[src/assert_macros.svh]
// Assertion helper macros for the timestamp sample matcher.
// Included by modules that carry assertions; no other dependencies.
`ifndef ASSERT_MACROS_SVH
`define ASSERT_MACROS_SVH
`ifndef SYNTHESIS
// Property must hold at every clock edge outside reset.
`define NTSM_ASSERT(lbl, clk, rst_n, prop) \
  lbl: assert property (@(posedge clk) disable iff (!rst_n) prop) \
    else $error("ntsm assertion failed");
// Condition must never be true outside reset.
`define NTSM_NEVER(lbl, clk, rst_n, cond) \
  lbl: assert property (@(posedge clk) disable iff (!rst_n) !(cond)) \
    else $error("ntsm forbidden condition seen");
`else
`define NTSM_ASSERT(lbl, clk, rst_n, prop)
`define NTSM_NEVER(lbl, clk, rst_n, cond)
`endif
`endif

[src/ntsm_pkg.sv]
// Shared types and constants for the timestamp sample matcher.
// No dependencies.
`timescale 1ns / 1ps
package ntsm_pkg;
  localparam int unsigned TIME_W         = 32;
  localparam int unsigned PRES_W         = 16;
  localparam int unsigned WIN_W          = 8;
  localparam int unsigned WORD_W         = TIME_W + PRES_W;
  localparam int unsigned FIFO_DEPTH_DEF = 128;
  localparam int unsigned QBITS          = 14;
  localparam int unsigned CFG_IDX_W      = 2;
  localparam int unsigned CFG_DATA_W     = 16;

  localparam logic [PRES_W-1:0] AXIS_MIN_RST = 16'd0;
  localparam logic [PRES_W-1:0] AXIS_MAX_RST = 16'd1023;
  localparam logic [WIN_W-1:0]  WINDOW_RST   = 8'd24;
  localparam logic [15:0]       Q_ONE        = 16'sd16384;

  typedef enum logic [1:0] {
    ACT_PUSH  = 2'd0,
    ACT_QUERY = 2'd1,
    ACT_CLEAR = 2'd2
  } action_e;

  typedef enum logic [CFG_IDX_W-1:0] {
    CFG_AXIS_MIN = 2'd0,
    CFG_AXIS_MAX = 2'd1,
    CFG_WINDOW   = 2'd2
  } cfg_idx_e;

  typedef enum logic [2:0] {
    ST_IDLE,
    ST_SCAN,
    ST_DECIDE,
    ST_DIV,
    ST_DONE
  } state_e;
endpackage

[src/ntsm_div.sv]
// Restoring divider: QBITS-bit fraction of num/den, one bit per cycle.
// Requires num < den. Depends on ntsm_pkg.
`timescale 1ns / 1ps
module ntsm_div (
  input  logic                        clk_i,
  input  logic                        rst_ni,
  input  logic                        start_i,
  input  logic [ntsm_pkg::PRES_W-1:0] num_i,
  input  logic [ntsm_pkg::PRES_W-1:0] den_i,
  output logic                        done_o,
  output logic [ntsm_pkg::QBITS-1:0]  quot_o
);
  import ntsm_pkg::*;

  localparam int unsigned CW = $clog2(QBITS + 1);

  logic              run_q, run_d;
  logic [CW-1:0]     cnt_q, cnt_d;
  logic [PRES_W-1:0] rem_q, rem_d;
  logic [PRES_W-1:0] den_q, den_d;
  logic [QBITS-1:0]  quot_q, quot_d;
  logic [PRES_W:0]   shifted;
  logic              fits;

  // one shift-subtract step per cycle
  always_comb begin
    shifted = {rem_q, 1'b0};
    fits    = shifted >= {1'b0, den_q};
    run_d   = run_q;
    cnt_d   = cnt_q;
    rem_d   = rem_q;
    den_d   = den_q;
    quot_d  = quot_q;
    done_o  = 1'b0;
    if (start_i) begin
      run_d  = 1'b1;
      cnt_d  = '0;
      rem_d  = num_i;
      den_d  = den_i;
    end else if (run_q) begin
      rem_d  = fits ? PRES_W'(shifted - {1'b0, den_q}) : shifted[PRES_W-1:0];
      quot_d = {quot_q[QBITS-2:0], fits};
      cnt_d  = cnt_q + 1'b1;
      if (cnt_q == CW'(QBITS - 1)) begin
        run_d  = 1'b0;
        done_o = 1'b1;
      end
    end
  end

  always_ff @(posedge clk_i or negedge rst_ni) begin
    if (!rst_ni) begin
      run_q <= 1'b0;
      cnt_q <= '0;
    end else begin
      run_q <= run_d;
      cnt_q <= cnt_d;
    end
  end

  always_ff @(posedge clk_i) begin
    rem_q  <= rem_d;
    den_q  <= den_d;
    quot_q <= quot_d;
  end

  assign quot_o = quot_d;
endmodule

[config.mk]
export PLATFORM = sky130hd
export DESIGN_NAME = ntsm_div
export DESIGN_NICKNAME = d
export VERILOG_FILES = /design/src/assert_macros.svh /design/src/ntsm_pkg.sv /design/src/ntsm_div.sv
export SDC_FILE = /design/constraint.sdc
export NUM_CORES = 1
export LEC_CHECK = 0
export BUFFER_PORTS_ARGS = -buffer_cell sky130_fd_sc_hd__clkbuf_2
export CAP_MARGIN = 0
export CORE_MARGIN = 2
export CORE_UTILIZATION = 55
export DETAILED_ROUTE_END_ITERATION = 6
export PLACE_DENSITY = 0.78
export SLEW_MARGIN = 20
export SYNTH_ARGS = -nofsm -noshare
export SYNTH_HDL_FRONTEND = slang
export SYNTH_SLANG_ARGS = --single-unit
[constraint.sdc]
create_clock -name clk_i -period 3.4 [get_ports clk_i]
set_input_delay 0.17 -clock clk_i [delete_from_list [all_inputs] [get_ports clk_i]]
set_output_delay 0.17 -clock clk_i [all_outputs]
set_load 0.01 [all_outputs]
**After elaboration in Yosys (flattened, before gate mapping)**

Cells that the tools add are included.

- Muxes and demuxes: 13
- Add/sub/neg operators: 2
- Magnitude comparators: 1
- Reduce and logical (&&, ||, !) cells: 1
- Eq/ne operators: 1

Operators with widths:

| cell | count |
|---|---|
| 16-bit 2-to-1 mux | 3 |
| 14-bit 2-to-1 mux | 2 |
| 17-bit by 16-bit >= comparator with 1-bit output | 1 |
| 16-bit subtractor | 1 |
| 4-bit 2-to-1 mux | 2 |
| 1-bit 2-to-1 mux | 6 |
| 4-bit by 1-bit adder with 4-bit output, second input constant | 1 |
| 4-bit == test, second input constant | 1 |
| 2-bit nonzero test | 1 |

- Input port bits: 35
- Logic and storage cells: 23
- Output and inout bits: 15
- Flip-flop bits (word level): 51

**Depth between registers and ports, before layout**

Gate-level depths: netlist of the first run.

- Depth after elaboration: 4
- Mapped depth: 10
- Depth with buffers taken out: 8

**Worst setup path before layout of the first run**

Ideal clock, no wire load.

- Kind: register to register
- From: reg rem_q[8]
- To: reg rem_q[1], data pin
- Slack: 953 ps
- Setup time: 258 ps
- Data arrival time: 2,189 ps
- Clock period less this slack: 2,447 ps
- Data required time: 3,142 ps
- Buffers on the path: 2
- Cell stages (with the launch flop): 10
- Path through: edfxtp_1 > ha_1 > buf_2 > nand4_1 > or3_4 > a31oi_4 > o2111ai_4 > and2_4 > buf_6 > o221a_2

- Longest elaborated chain between the ends: 4

Ends and longest elaborated chain:

| item | line | source |
|---|---|---|
| start, declared | ntsm_div.sv:19 | `logic [PRES_W-1:0] rem_q, rem_d;` |
| start signal, assigned | ntsm_div.sv:62 | `rem_q <= rem_d;` |
| 17-bit by 16-bit >= comparator with 1-bit output | ntsm_div.sv:28 | `fits = shifted >= {1'b0, den_q};` |
| 16-bit 2-to-1 mux | ntsm_div.sv:41 | `rem_d = fits ? PRES_W'(shifted - {1'b0, den_q}) : shifted[PRES_W-1:0];` |
| 16-bit 2-to-1 mux | ntsm_div.sv:40 | `end else if (run_q) begin` |
| 16-bit 2-to-1 mux | ntsm_div.sv:35 | `if (start_i) begin` |
| named net rem_d[1] | ntsm_div.sv:19 |  |

The timed path passes the listed nets, and every way through them passes these cells. The select of a mux whose other input is x is not followed.
A chain may end at the register's enable or synchronous reset.

**Final worst setup path of the first run**

- From: reg rem_q[9]
- To: out quot_o[0] (netlist name)

- Longest elaborated chain between the ends: 3

Ends and longest elaborated chain:

| item | line | source |
|---|---|---|
| 17-bit by 16-bit >= comparator with 1-bit output | ntsm_div.sv:28 |  |
| 14-bit 2-to-1 mux | ntsm_div.sv:40 |  |
| 14-bit 2-to-1 mux | ntsm_div.sv:35 |  |
| end, declared | ntsm_div.sv:11 | `output logic [ntsm_pkg::QBITS-1:0] quot_o` |

Every way passes these cells.

==> flow_metrics.env, run 1 <==
export IMPL_drt_wirelength_per_cell_um=14.91
export IMPL_static_leakage_power_nw=1.416
export IMPL_synth_enable_flop_cells=32
export IMPL_grt_first_pass_wirelength_mm=10.02
export IMPL_syn_avg_cell_area_um2=10.64
export IMPL_fp_dieH_um=77.61
export IMPL_clk_latency_ns=0.31
export IMPL_cellPowerDensity_mw_per_mm2=806.5
export IMPL_detail_route_wirelength_mm=5.935
export IMPL_number_of_buffers_created_by_cts=5
export IMPL_globalRouteOverflowTotal=0
export IMPL_finalMaxSlewViolations=0
export IMPL_maximum_clock_skew_at_final_layout_ns=0.004266
export IMPL_ys_async_sr_fraction_pct=9.804
export IMPL_global_route_usage_total_pct=21.42
export IMPL_design_final_nets=381
export IMPL_tns_ns=0
export IMPL_die_area_mm2=0.006023
export IMPL_setup_slack_ns=0.2529
export IMPL_syn_area_mm2=0.002980
export IMPL_irDropWorstVdd_mv=0.5455
export IMPL_clock_sinks=51
export IMPL_cts_post_setup_buffers_inserted=0
export IMPL_core_rowCount=26
export IMPL_num_vias=2235
export IMPL_gp_congestion=0.9079
export IMPL_drive_gt1_share_pct=26.22
export IMPL_synth_warning_count=0
export IMPL_post_synth_inst_count=280
export IMPL_detail_route_vias_per_cell=5.616
export IMPL_clock_period_minus_worst_slack_ns=3.147
export IMPL_worst_slew_pin_slew_ns=0.5621
export IMPL_timing_max_cap_violations=0
export IMPL_final_hold_violation_count=0
export IMPL_yosys_top_cells_area="sky130_fd_sc_hd__edfxtp_1, sky130_fd_sc_hd__dfxtp_1, sky130_fd_sc_hd__ha_1, sky130_fd_sc_hd__mux2_2, sky130_fd_sc_hd__dfrtp_1"
export IMPL_power_switching_share_pct=39.95
export IMPL_slew_headroom_pct=62.29
export IMPL_via_count_of_the_first_global_routing_pass=2154
export IMPL_chipWidth_um=77.61
export IMPL_io_pin_count=50
export IMPL_remaining_drc_errors=0
export IMPL_layoutNonFillerInstCount=398
export IMPL_number_of_instances_in_the_placed_design=389
export IMPL_run_status="completed"
export IMPL_n_fill_cell=424
export IMPL_rsz0062_at_grt="false"
export IMPL_tritoncts="yes"
export IMPL_critical_path_max_fanout=17
export IMPL_period_share_pct=92.56
export IMPL_cp_data_required_time_ns=3.23
export IMPL_ys_types=46
export IMPL_core_area_mm2=0.005172
export IMPL_seq_area_frac_synth_pct=45.84
export IMPL_setup_failing_eps_final=0
export IMPL_comb_power_share_pct=50.5
export IMPL_critPathLaunchType="flip-flop"
export IMPL_final_antenna_net_count=0
export IMPL_synth_top_cell_area_share_pct=32.24
export IMPL_crit_arrival_ns=2.98
export IMPL_grt_antenna_before_repair=0
export IMPL_clk_path_buf_depth=2
export IMPL_synth_top_flop_cell="sky130_fd_sc_hd__edfxtp_1"
export IMPL_detailed_place_hpwl_mm=4.418
export IMPL_layout_area_overhead_vs_synth_pct=13.31
export IMPL_critPathKind="flip-flop to output pin"
export IMPL_final_core_area_utilization_pct=65.29
export IMPL_io_buf_count=49
export IMPL_clk_pin_slew_ns=0.09
export IMPL_synth_area_leader_cell="sky130_fd_sc_hd__edfxtp_1"
export IMPL_setup_worst_path_end_class="output pin"
export IMPL_fmax_mhz=317.8
export IMPL_floorplan_initialDensity_pct=57.62
export IMPL_maximum_number_of_pins_on_one_net_before_global_route_repair=33
export IMPL_clock_power_share_pct=13.3
export IMPL_postSynthNetCount=334
export IMPL_detailedPlace_worstSlack_ns=0.5990
export IMPL_pwr_share_seq_pct=36.2
export IMPL_clk_root_buffer_cell="sky130_fd_sc_hd__clkbuf_8"
export IMPL_detailedRoute_firstPassIterationCount=4
export IMPL_antenna_cells_inserted=0
export IMPL_timing_hold_ws_ns=0.02476
export IMPL_synth_seq_cells=51
export IMPL_p_sw_mw=1.088
export IMPL_drt_iter0_markers=152
export IMPL_holdCritPathClass="input port to flip-flop"
export IMPL_cts_resized=0
export IMPL_cts_htree_levels=2
export IMPL_internal_power_mw=1.636
path summary, 6_finish.rpt:
check / startpoint / to / slack, ns / cells after the start
worst max-delay path: rem_q[9]$_DFFE_PP_ / quot_o[0] / 0.25 / 8
worst min-delay path: den_i[5] / den_q[5]$_DFFE_PP_ / 0.02 / 1
worst max register to register: rem_q[9]$_DFFE_PP_ / rem_q[1]$_DFFE_PP_ / 0.59 / 7
worst min register to register: quot_q[9]$_DFF_P_ / quot_q[9]$_DFF_P_ / 0.50 / 1
max in group asynchronous: rst_ni / cnt_q[1]$_DFFE_PN0P_ / 3.05 / 2
min in group asynchronous: rst_ni / cnt_q[2]$_DFFE_PN0P_ / 0.20 / 2
cell usage in the layout (no fill, tap or decap), drive strengths merged, types with 4 or more instances in the layout:
master   n
nor2    14
buf      4
a211oi   6
nand3    4
xnor2    7
and2     9
inv     22
clkbuf  55
nand2   23
xor2     9
a41oi    7
o311ai   6
edfxtp  32
a21oi   17
mux2    14
dfxtp   14
o31ai    4
a21o     5
nand2b   6
dfrtp    5
ha      18
nand4   11
o21ai   11
critical path, cell delays in order (launching register included):
cell	delay, ns
sky130_fd_sc_hd__edfxtp_1	0.40
sky130_fd_sc_hd__ha_1	0.47
sky130_fd_sc_hd__nand4_1	0.18
sky130_fd_sc_hd__or3_4	0.41
sky130_fd_sc_hd__a31oi_4	0.17
sky130_fd_sc_hd__o2111ai_4	0.33
sky130_fd_sc_hd__and2_4	0.35
sky130_fd_sc_hd__a21oi_1	0.19
sky130_fd_sc_hd__clkbuf_2	0.15
through the flow:
| step | instance area, um^2 | power (mW) |
|---|---|---|
| after floorplan | 2980 | 2.037 |
| after global placement | 3276 | 2.329 |
| after detailed placement | 3276 | 2.362 |
| after CTS | 3377 | 2.734 |
| after global routing | 3377 | 2.945 |
| final | 3377 | 2.723 |
state kept, by name (all words and copies together), names as in the netlist:
name and cells:
cnt_q 4, den_q 16, quot_q 14, rem_q 16, run_q 1
logic make-up (layout without fill, tap and decap cells):
group           Yosys count  after routing  share of synthesized area [%]
simple gates             76             76                          12.97
buf+inv                  35             83                          4.911
mux                      14             14                          5.290
flops                    51             51                          45.84
fa+ha+maj                19             19                          8.229
xor+xnor                 16             16                          4.702
compound gates           69             69                          18.05
power by group through the flow:
| stage | combinational (mW) | clock [mW] | sequential (mW) |
|---|---|---|---|
| after floorplan | 1.07 | 0 | 0.964 |
| after global placement | 1.34 | 0 | 0.986 |
| after detailed placement | 1.36 | 0 | 0.999 |
| after CTS | 1.37 | 0.375 | 0.985 |
| after global routing | 1.54 | 0.399 | 1.01 |
| final | 1.37 | 0.363 | 0.985 |
layout make-up:
cell class / count / area (um^2) / area share, %
inverter: 21 / 78.83 / 2.334
multi-input combinational: 194 / 1468 / 43.46
tap: 70 / 87.58 / 2.594
timing repair buffer: 54 / 285.3 / 8.448
sequential: 51 / 1366 / 40.46
clock buffer: 6 / 76.32 / 2.260
clock inverter: 2 / 15.01 / 0.4446
Yosys cell counts (7+ instances only):
master / instances
sky130_fd_sc_hd__o21ai_0: 11
sky130_fd_sc_hd__dfxtp_1: 14
sky130_fd_sc_hd__edfxtp_1: 32
sky130_fd_sc_hd__nor2_1: 14
sky130_fd_sc_hd__clkbuf_1: 8
sky130_fd_sc_hd__nand4_1: 11
sky130_fd_sc_hd__xnor2_1: 7
sky130_fd_sc_hd__and2_1: 8
sky130_fd_sc_hd__nand2_1: 23
sky130_fd_sc_hd__a21oi_1: 17
sky130_fd_sc_hd__ha_1: 18
sky130_fd_sc_hd__mux2_2: 14
sky130_fd_sc_hd__a41oi_1: 7
sky130_fd_sc_hd__inv_1: 20
sky130_fd_sc_hd__xor2_1: 9
timing repair:
item,CTS,global route
endpoints found under the hold margin,5,0
hold buffers,1,0
setup endpoints to repair,0,0
layer usage:
metal | wire [um] | GRT usage (%)
met1 | 2616 | 27.22
met2 | 2856 | 35.09
met3 | 388 | 6.860
met4 | 73 | 6.071
met5 | 0 | 0
Power figures use the tool's default switching activity.
==> run 2, diff against run 1 <==
--- a/config.mk
+++ b/config.mk
@@ -5,12 +5,13 @@
 export SDC_FILE = /design/constraint.sdc
 export NUM_CORES = 1
 export LEC_CHECK = 0
+export ABC_AREA = 1
 export BUFFER_PORTS_ARGS = -buffer_cell sky130_fd_sc_hd__clkbuf_2
 export CAP_MARGIN = 0
 export CORE_MARGIN = 2
 export CORE_UTILIZATION = 55
 export DETAILED_ROUTE_END_ITERATION = 6
-export PLACE_DENSITY = 0.78
+export PLACE_DENSITY = 0.77
 export SLEW_MARGIN = 20
 export SYNTH_ARGS = -nofsm -noshare
 export SYNTH_HDL_FRONTEND = slang
==> run 2 against run 1 <==
- synthesized cell count increased by 56%
- sequential power shrank 8.4%
- critical endpoint unchanged
- first-iteration DRC count is 1.3% lower
- critical path type unchanged
- non-clock buffer count shrank 1
- die area increased by 10%
- largest cell class unchanged
==> flow_metrics.env, run 2 <==
export IMPL_cellPowerDensity_mw_per_mm2=734.2
export IMPL_clk_path_buf_depth=2
export IMPL_total_power_mw=2.693
export IMPL_ys_async_sr_fraction_pct=9.804
export IMPL_clk_latency_ns=0.31
export IMPL_crit_arrival_ns=2.46
export IMPL_synth_mux_area_share_pct=0
export IMPL_worst_slew_pin_slew_ns=0.8134
export IMPL_regToRegEndpoint="rem_q[14]$_DFFE_PP_"
export IMPL_syn_avg_cell_area_um2=7.544
export IMPL_io_pin_count=50
export IMPL_critPathBufInv=1
export IMPL_globalRouteOverflowTotal=0
export IMPL_gp_congestion=0.9864
export IMPL_tns_ns=0
export IMPL_power_switching_share_pct=43.92
export IMPL_detail_route_vias_per_cell=5.000
export IMPL_layout_cells_most_common_list="sky130_fd_sc_hd__nand2_1, sky130_fd_sc_hd__inv_1, sky130_fd_sc_hd__clkbuf_2"
export IMPL_drt_wirelength_per_cell_um=12.20
export IMPL_num_vias=2815
export IMPL_critPathLaunchType="flip-flop"
export IMPL_synth_common_cells="sky130_fd_sc_hd__nand2_1, sky130_fd_sc_hd__inv_1, sky130_fd_sc_hd__nand3_1"
export IMPL_tritoncts="yes"
export IMPL_largestRegisters="den_q x16, rem_q x16, quot_q x14"
export IMPL_synth_compound_gate_area_share_pct=2.581
export IMPL_synth_top_family_by_area="simple AND/OR/NAND/NOR gates"
export IMPL_cts_resized=0
export IMPL_postSynthNetCount=491
export IMPL_period_share_pct=77.24
export IMPL_cpLargestDelayFamily="simple AND/OR/NAND/NOR gates"
export IMPL_internal_power_mw=1.510
export IMPL_timing_hold_worst_start="den_i[0]"
export IMPL_fp_dieH_um=81.43
export IMPL_die_area_mm2=0.006630
export IMPL_critical_path_max_fanout=17
export IMPL_core_area_mm2=0.005851
export IMPL_synth_enable_flop_cells=32
export IMPL_p_sw_mw=1.183
export IMPL_worst_r2r_src="rem_q[9]$_DFFE_PP_"
export IMPL_timing_hold_ws_ns=0.03068
export IMPL_fmax_mhz=380.8
export IMPL_maximum_number_of_pins_on_one_net_before_global_route_repair=21
export IMPL_synth_top_cell_area_share_pct=29.15
export IMPL_yosys_top_cells_area="sky130_fd_sc_hd__edfxtp_1, sky130_fd_sc_hd__nand2_1, sky130_fd_sc_hd__dfxtp_1, sky130_fd_sc_hd__inv_1, sky130_fd_sc_hd__ha_1"
export IMPL_antenna_cells_inserted=0
export IMPL_slew_headroom_pct=45.64
export IMPL_synth_area_leader_cell="sky130_fd_sc_hd__edfxtp_1"
export IMPL_pwr_share_seq_pct=33.5
export IMPL_final_antenna_net_count=0
export IMPL_synth_xor_area_share_pct=1.594
export IMPL_finalMaxSlewViolations=0
export IMPL_clock_period_minus_worst_slack_ns=2.626
export IMPL_core_rowCount=28
export IMPL_hold_buffers=1
export IMPL_grt_antenna_before_repair=0
export IMPL_layout_commonest_cell="sky130_fd_sc_hd__nand2_1"
export IMPL_chipWidth_um=81.43
export IMPL_clock_sinks=51
export IMPL_cts_htree_levels=2
export IMPL_detailed_place_hpwl_mm=5.158
export IMPL_layout_area_overhead_vs_synth_pct=11.27
export IMPL_run_status="completed"
export IMPL_crit_path_cell_trace="ha_1 > nand2_1 > nand2_1 > nand2_1 > nand2_1 > nand2_1 > nand2_1 > nor2_4 > nand2_8 > nand2_1 > o21ai_0 > clkbuf_2"
export IMPL_setup_failing_eps_final=0
export IMPL_setup_slack_reg_to_reg_ns=1.17
export IMPL_clk_root_buffer_cell="sky130_fd_sc_hd__clkbuf_8"
export IMPL_setup_worst_path_end_class="output pin"
export IMPL_global_route_usage_total_pct=21.61
export IMPL_timing_max_cap_violations=0
export IMPL_floorplan_initialDensity_pct=56.35
export IMPL_detailedRoute_firstPassIterationCount=4
export IMPL_clock_power_share_pct=13.8
export IMPL_number_of_buffers_created_by_cts=5
export IMPL_share_of_synthesized_cell_area_in_and_or_nand_and_nor_gates_pct=35.86
export IMPL_yosys_cell_count_top_type="sky130_fd_sc_hd__nand2_1"
export IMPL_holdCritPathClass="input port to flip-flop"
export IMPL_synth_warning_count=0
export IMPL_worstHoldEndpoint="den_q[0]$_DFFE_PP_"
export IMPL_final_core_area_utilization_pct=62.70
export IMPL_cts_post_setup_buffers_inserted=0
export IMPL_post_synth_inst_count=437
export IMPL_drt_iter0_markers=150
export IMPL_adder_and_majority_gate_portion_of_the_synthesized_area_pct=7.438
export IMPL_layoutNonFillerInstCount=563
export IMPL_synth_seq_cells=51
export IMPL_irDropWorstVdd_mv=0.3883
export IMPL_design_final_nets=541
export IMPL_critPathMaxStageDelay_ns=0.42
export IMPL_seq_area_frac_synth_pct=41.44
export IMPL_cp_data_required_time_ns=3.23
export IMPL_via_count_of_the_first_global_routing_pass=2668
export IMPL_timing_critical_path_mode_cell="sky130_fd_sc_hd__nand2_1"
export IMPL_drive_gt1_share_pct=15.78
export IMPL_syn_area_mm2=0.003297
export IMPL_static_leakage_power_nw=1.998
export IMPL_min_delay_path_depth=1
export IMPL_cpMaxStageDelayCell="sky130_fd_sc_hd__edfxtp_1"
export IMPL_number_of_instances_in_the_placed_design=554
export IMPL_rsz0062_at_grt="false"
export IMPL_clk_pin_slew_ns=0.10
export IMPL_critPathKind="flip-flop to output pin"
export IMPL_comb_power_share_pct=52.7
export IMPL_ys_types=34
export IMPL_grt_first_pass_wirelength_mm=11.16
export IMPL_detail_route_wirelength_mm=6.869
export IMPL_remaining_drc_errors=0
export IMPL_final_hold_violation_count=0
export IMPL_synth_top_flop_cell="sky130_fd_sc_hd__edfxtp_1"
export IMPL_worstRegToRegCells=13
export IMPL_io_buf_count=49
export IMPL_maximum_clock_skew_at_final_layout_ns=0.007975
run 2: per-stage QoR:
stage / setup slack, ns / cell area [um^2]
after detailed placement: 1.139 / 3563
after global routing: 0.5514 / 3669
after global placement: 1.180 / 3563
final: 0.7739 / 3669
after CTS: 0.7796 / 3669
after floorplan: 1.456 / 3297
run 2: worst max-delay path by stage:
stage / to / cells past startpoint / start / slack (ns)
floorplan: rem_q[2]$_DFFE_PP_ / 11 / rem_q[0]$_DFFE_PP_ / 1.46
global placement: quot_o[0] / 11 / rem_q[0]$_DFFE_PP_ / 1.18
detailed placement: quot_o[0] / 12 / rem_q[9]$_DFFE_PP_ / 1.14
CTS: quot_o[0] / 12 / rem_q[9]$_DFFE_PP_ / 0.78
global route: quot_o[0] / 12 / rem_q[9]$_DFFE_PP_ / 0.55
finish: quot_o[0] / 12 / rem_q[9]$_DFFE_PP_ / 0.77
run 2: kinds of logic after synthesis:
logic type	count (synthesis)
AOI/OAI and AO/OA	16
xor gates and xnor gates	6
adders and majority gates	19
buffers and inverters	82
DFF	51
and+or+nand+nor	263
run 2: routing by layer:
layer,up-vias,wire length (um),track usage (%)
met5,-,0,0
met4,0,89,7.288
met3,10,293,4.176
met2,66,3365,36.97
met1,1263,3120,27.41
li1,1476,-,-
run 2: area by class of cell:
cell class	instances	area, um^2
Tap cell	75	93.84
Multi-Input combinational cell	304	1565
Sequential cell	51	1366
Clock inverter	3	26.28
Inverter	72	270.3
Fill cell	511	2182
Clock buffer	5	68.82
Timing Repair Buffer	53	277.8
run 2: power groups by stage:
stage | Clock, mW | Sequential (mW) | Combinational (mW)
2_1_floorplan | 0 | 0.892 | 1.16
3_3_place_gp | 0 | 0.903 | 1.38
3_5_place_dp | 0 | 0.914 | 1.40
4_1_cts | 0.380 | 0.900 | 1.41
5_1_grt | 0.400 | 0.918 | 1.62
6_report | 0.372 | 0.902 | 1.42
==> run 3, diff against run 2 <==
==> constraint.sdc (replaced) <==
create_clock -name clk_i -period 2.5 [get_ports clk_i]
set_input_delay 0.125 -clock clk_i [delete_from_list [all_inputs] [get_ports clk_i]]
set_output_delay 0.125 -clock clk_i [all_outputs]
set_load 0.01 [all_outputs]
==> run 3 against run 2 <==
- flip-flop and latch count did not move
- cell count rose by 4.8%
- non-clock buffer count rose by 27
- critical endpoint unchanged
- largest cell class unchanged
- largest power group unchanged
==> flow_metrics.env, run 3 (synthesis results as in run 2) <==
export IMPL_crit_arrival_ns=2.24
export IMPL_detailedRoute_firstPassIterationCount=4
export IMPL_timing_critical_path_mode_cell="sky130_fd_sc_hd__nand2_1"
export IMPL_period_share_pct=94.40
export IMPL_largestRegisters="den_q x16, rem_q x16, quot_q x14"
export IMPL_num_vias=2925
export IMPL_final_hold_violation_count=0
export IMPL_drive_gt1_share_pct=18.25
export IMPL_timing_max_cap_violations=0
export IMPL_globalRouteOverflowTotal=0
export IMPL_critPathLaunchType="flip-flop"
export IMPL_total_power_mw=3.991
export IMPL_cellPowerDensity_mw_per_mm2=998.6
export IMPL_remaining_drc_errors=0
export IMPL_design_final_nets=568
export IMPL_worstRegToRegCells=11
export IMPL_io_buf_count=49
export IMPL_cp_data_required_time_ns=2.38
export IMPL_layout_commonest_cell="sky130_fd_sc_hd__nand2_1"
export IMPL_clk_latency_ns=0.31
export IMPL_layoutNonFillerInstCount=590
export IMPL_layout_area_overhead_vs_synth_pct=21.21
export IMPL_holdCritPathClass="input port to flip-flop"
export IMPL_clock_period_minus_worst_slack_ns=2.360
export IMPL_clk_pin_slew_ns=0.09
export IMPL_clock_sinks=51
export IMPL_maximum_number_of_pins_on_one_net_before_global_route_repair=35
export IMPL_critPathMaxStageDelay_ns=0.42
export IMPL_core_area_mm2=0.005851
export IMPL_critical_path_max_fanout=9
export IMPL_grt_first_pass_wirelength_mm=11.61
export IMPL_via_count_of_the_first_global_routing_pass=2704
export IMPL_io_pin_count=50
export IMPL_fmax_mhz=423.7
export IMPL_worst_slew_pin_slew_ns=0.7879
export IMPL_drt_wirelength_per_cell_um=12.42
export IMPL_clk_path_buf_depth=2
export IMPL_run_status="completed"
export IMPL_drt_iter0_markers=197
export IMPL_irDropWorstVdd_mv=0.4971
export IMPL_clk_root_buffer_cell="sky130_fd_sc_hd__clkbuf_8"
export IMPL_cts_htree_levels=2
export IMPL_slew_headroom_pct=47.35
export IMPL_layout_cells_most_common_list="sky130_fd_sc_hd__nand2_1, sky130_fd_sc_hd__inv_1, sky130_fd_sc_hd__clkbuf_2"
export IMPL_chipWidth_um=81.43
export IMPL_maximum_clock_skew_at_final_layout_ns=0.004640
export IMPL_floorplan_initialDensity_pct=56.35
export IMPL_finalMaxSlewViolations=0
export IMPL_min_delay_path_depth=3
export IMPL_final_antenna_net_count=0
export IMPL_setup_failing_eps_final=0
export IMPL_cpMaxStageDelayCell="sky130_fd_sc_hd__edfxtp_1"
export IMPL_gp_congestion=0.9540
export IMPL_fp_dieH_um=81.43
export IMPL_number_of_buffers_created_by_cts=5
export IMPL_detail_route_wirelength_mm=7.330
export IMPL_core_rowCount=28
export IMPL_number_of_instances_in_the_placed_design=556
export IMPL_tritoncts="yes"
export IMPL_detailed_place_hpwl_mm=5.297
export IMPL_grt_antenna_before_repair=0
export IMPL_die_area_mm2=0.006630
export IMPL_critPathKind="flip-flop to output pin"
export IMPL_detail_route_vias_per_cell=4.958
export IMPL_setup_worst_path_end_class="output pin"
export IMPL_global_route_usage_total_pct=22.87
export IMPL_static_leakage_power_nw=2.115
export IMPL_crit_path_cell_trace="ha_1 > nand2_1 > nor2_1 > nand2_1 > nand2_1 > nor2_4 > nand2_8 > nand2_1 > o21ai_0 > buf_2"
export IMPL_antenna_cells_inserted=0
==> run 3: changes by cell type in the layout (fill, tap and decap cells not counted), sizes merged <==
| cell | change |
|---|---|
| buf | +12 |
| clkbuf | +1 |
| clkinv | -1 |
| dlygate4sd3 | +16 |
| inv | -1 |
==> run 3: path summary, 6_finish.rpt <==
path,startpoint,end,slack (ns)
worst min-delay path,num_i[11],rem_q[11]$_DFFE_PP_,0.08
worst max register to register,rem_q[13]$_DFFE_PP_,rem_q[9]$_DFFE_PP_,0.24
min in group asynchronous,rst_ni,run_q$_DFF_PN0_,0.16
worst min register to register,quot_q[13]$_DFF_P_,quot_q[13]$_DFF_P_,0.46
worst max-delay path,rem_q[13]$_DFFE_PP_,quot_o[0],0.14
max in group asynchronous,rst_ni,cnt_q[2]$_DFFE_PN0P_,2.21
==> run 3: through the flow <==
stage | worst slack (ns) | TNS, ns | instance area (um^2) | util (%) | hold WS, ns
5_1_grt | -0.01198 | -0.01198 | 3996 | 68.31 | 0.07817
3_5_place_dp | 0.2740 | 0 | 3578 | 61.16 | -0.05307
4_1_cts | 0.004641 | 0 | 3867 | 66.10 | 0.07496
2_1_floorplan | 0.5559 | 0 | 3297 | - | -0.1706
3_3_place_gp | 0.3319 | 0 | 3578 | 61.16 | -0.05696
6_report | 0.1399 | 0 | 3996 | 68.31 | 0.08159
==> run 3: power by group <==
part	switching (mW)	leakage, nW	internal [mW]
Clock	0.287	0.0600	0.289
Combinational	1.28	1.55	0.893
Sequential	0.111	0.508	1.13
Total	1.68	2.12	2.31
==> run 3: what timing repair did <==
action / in CTS / in global routing
resized for setup: 1 / 8
hold buffers: 17 / 0
setup buffers: 0 / 9
setup endpoints to repair: 1 / 1
endpoints found under the hold margin: 21 / 0
gates cloned: 0 / 0
pin swaps: 0 / 4
==> run 3: cell type report <==
class	count	area (um^2)
Clock buffer	7	107.6
Clock inverter	1	8.758
Fill cell	479	1854
Inverter	72	270.3
Multi-Input combinational cell	304	1629
Sequential cell	51	1366
Tap cell	75	93.84
Timing Repair Buffer	80	520.5
==> run 3: worst max-delay path, delay by kind of cell, from the launching register on <==
family,cells,cell delay [ns]
AND/OR/NAND/NOR,7,0.87
flip-flops,1,0.42
adder cells (fa/ha/maj),1,0.38
buffers and inverters,1,0.15
AO/OA/AOI/OAI,1,0.10
==> run 3: routing by layer <==
metal,vias to the layer above,GRT usage [%],routed length (um)
met5,-,0,0
met4,0,7.288,150
met3,17,3.187,279
met2,57,41.89,3634
met1,1323,27.56,3266
li1,1528,-,-
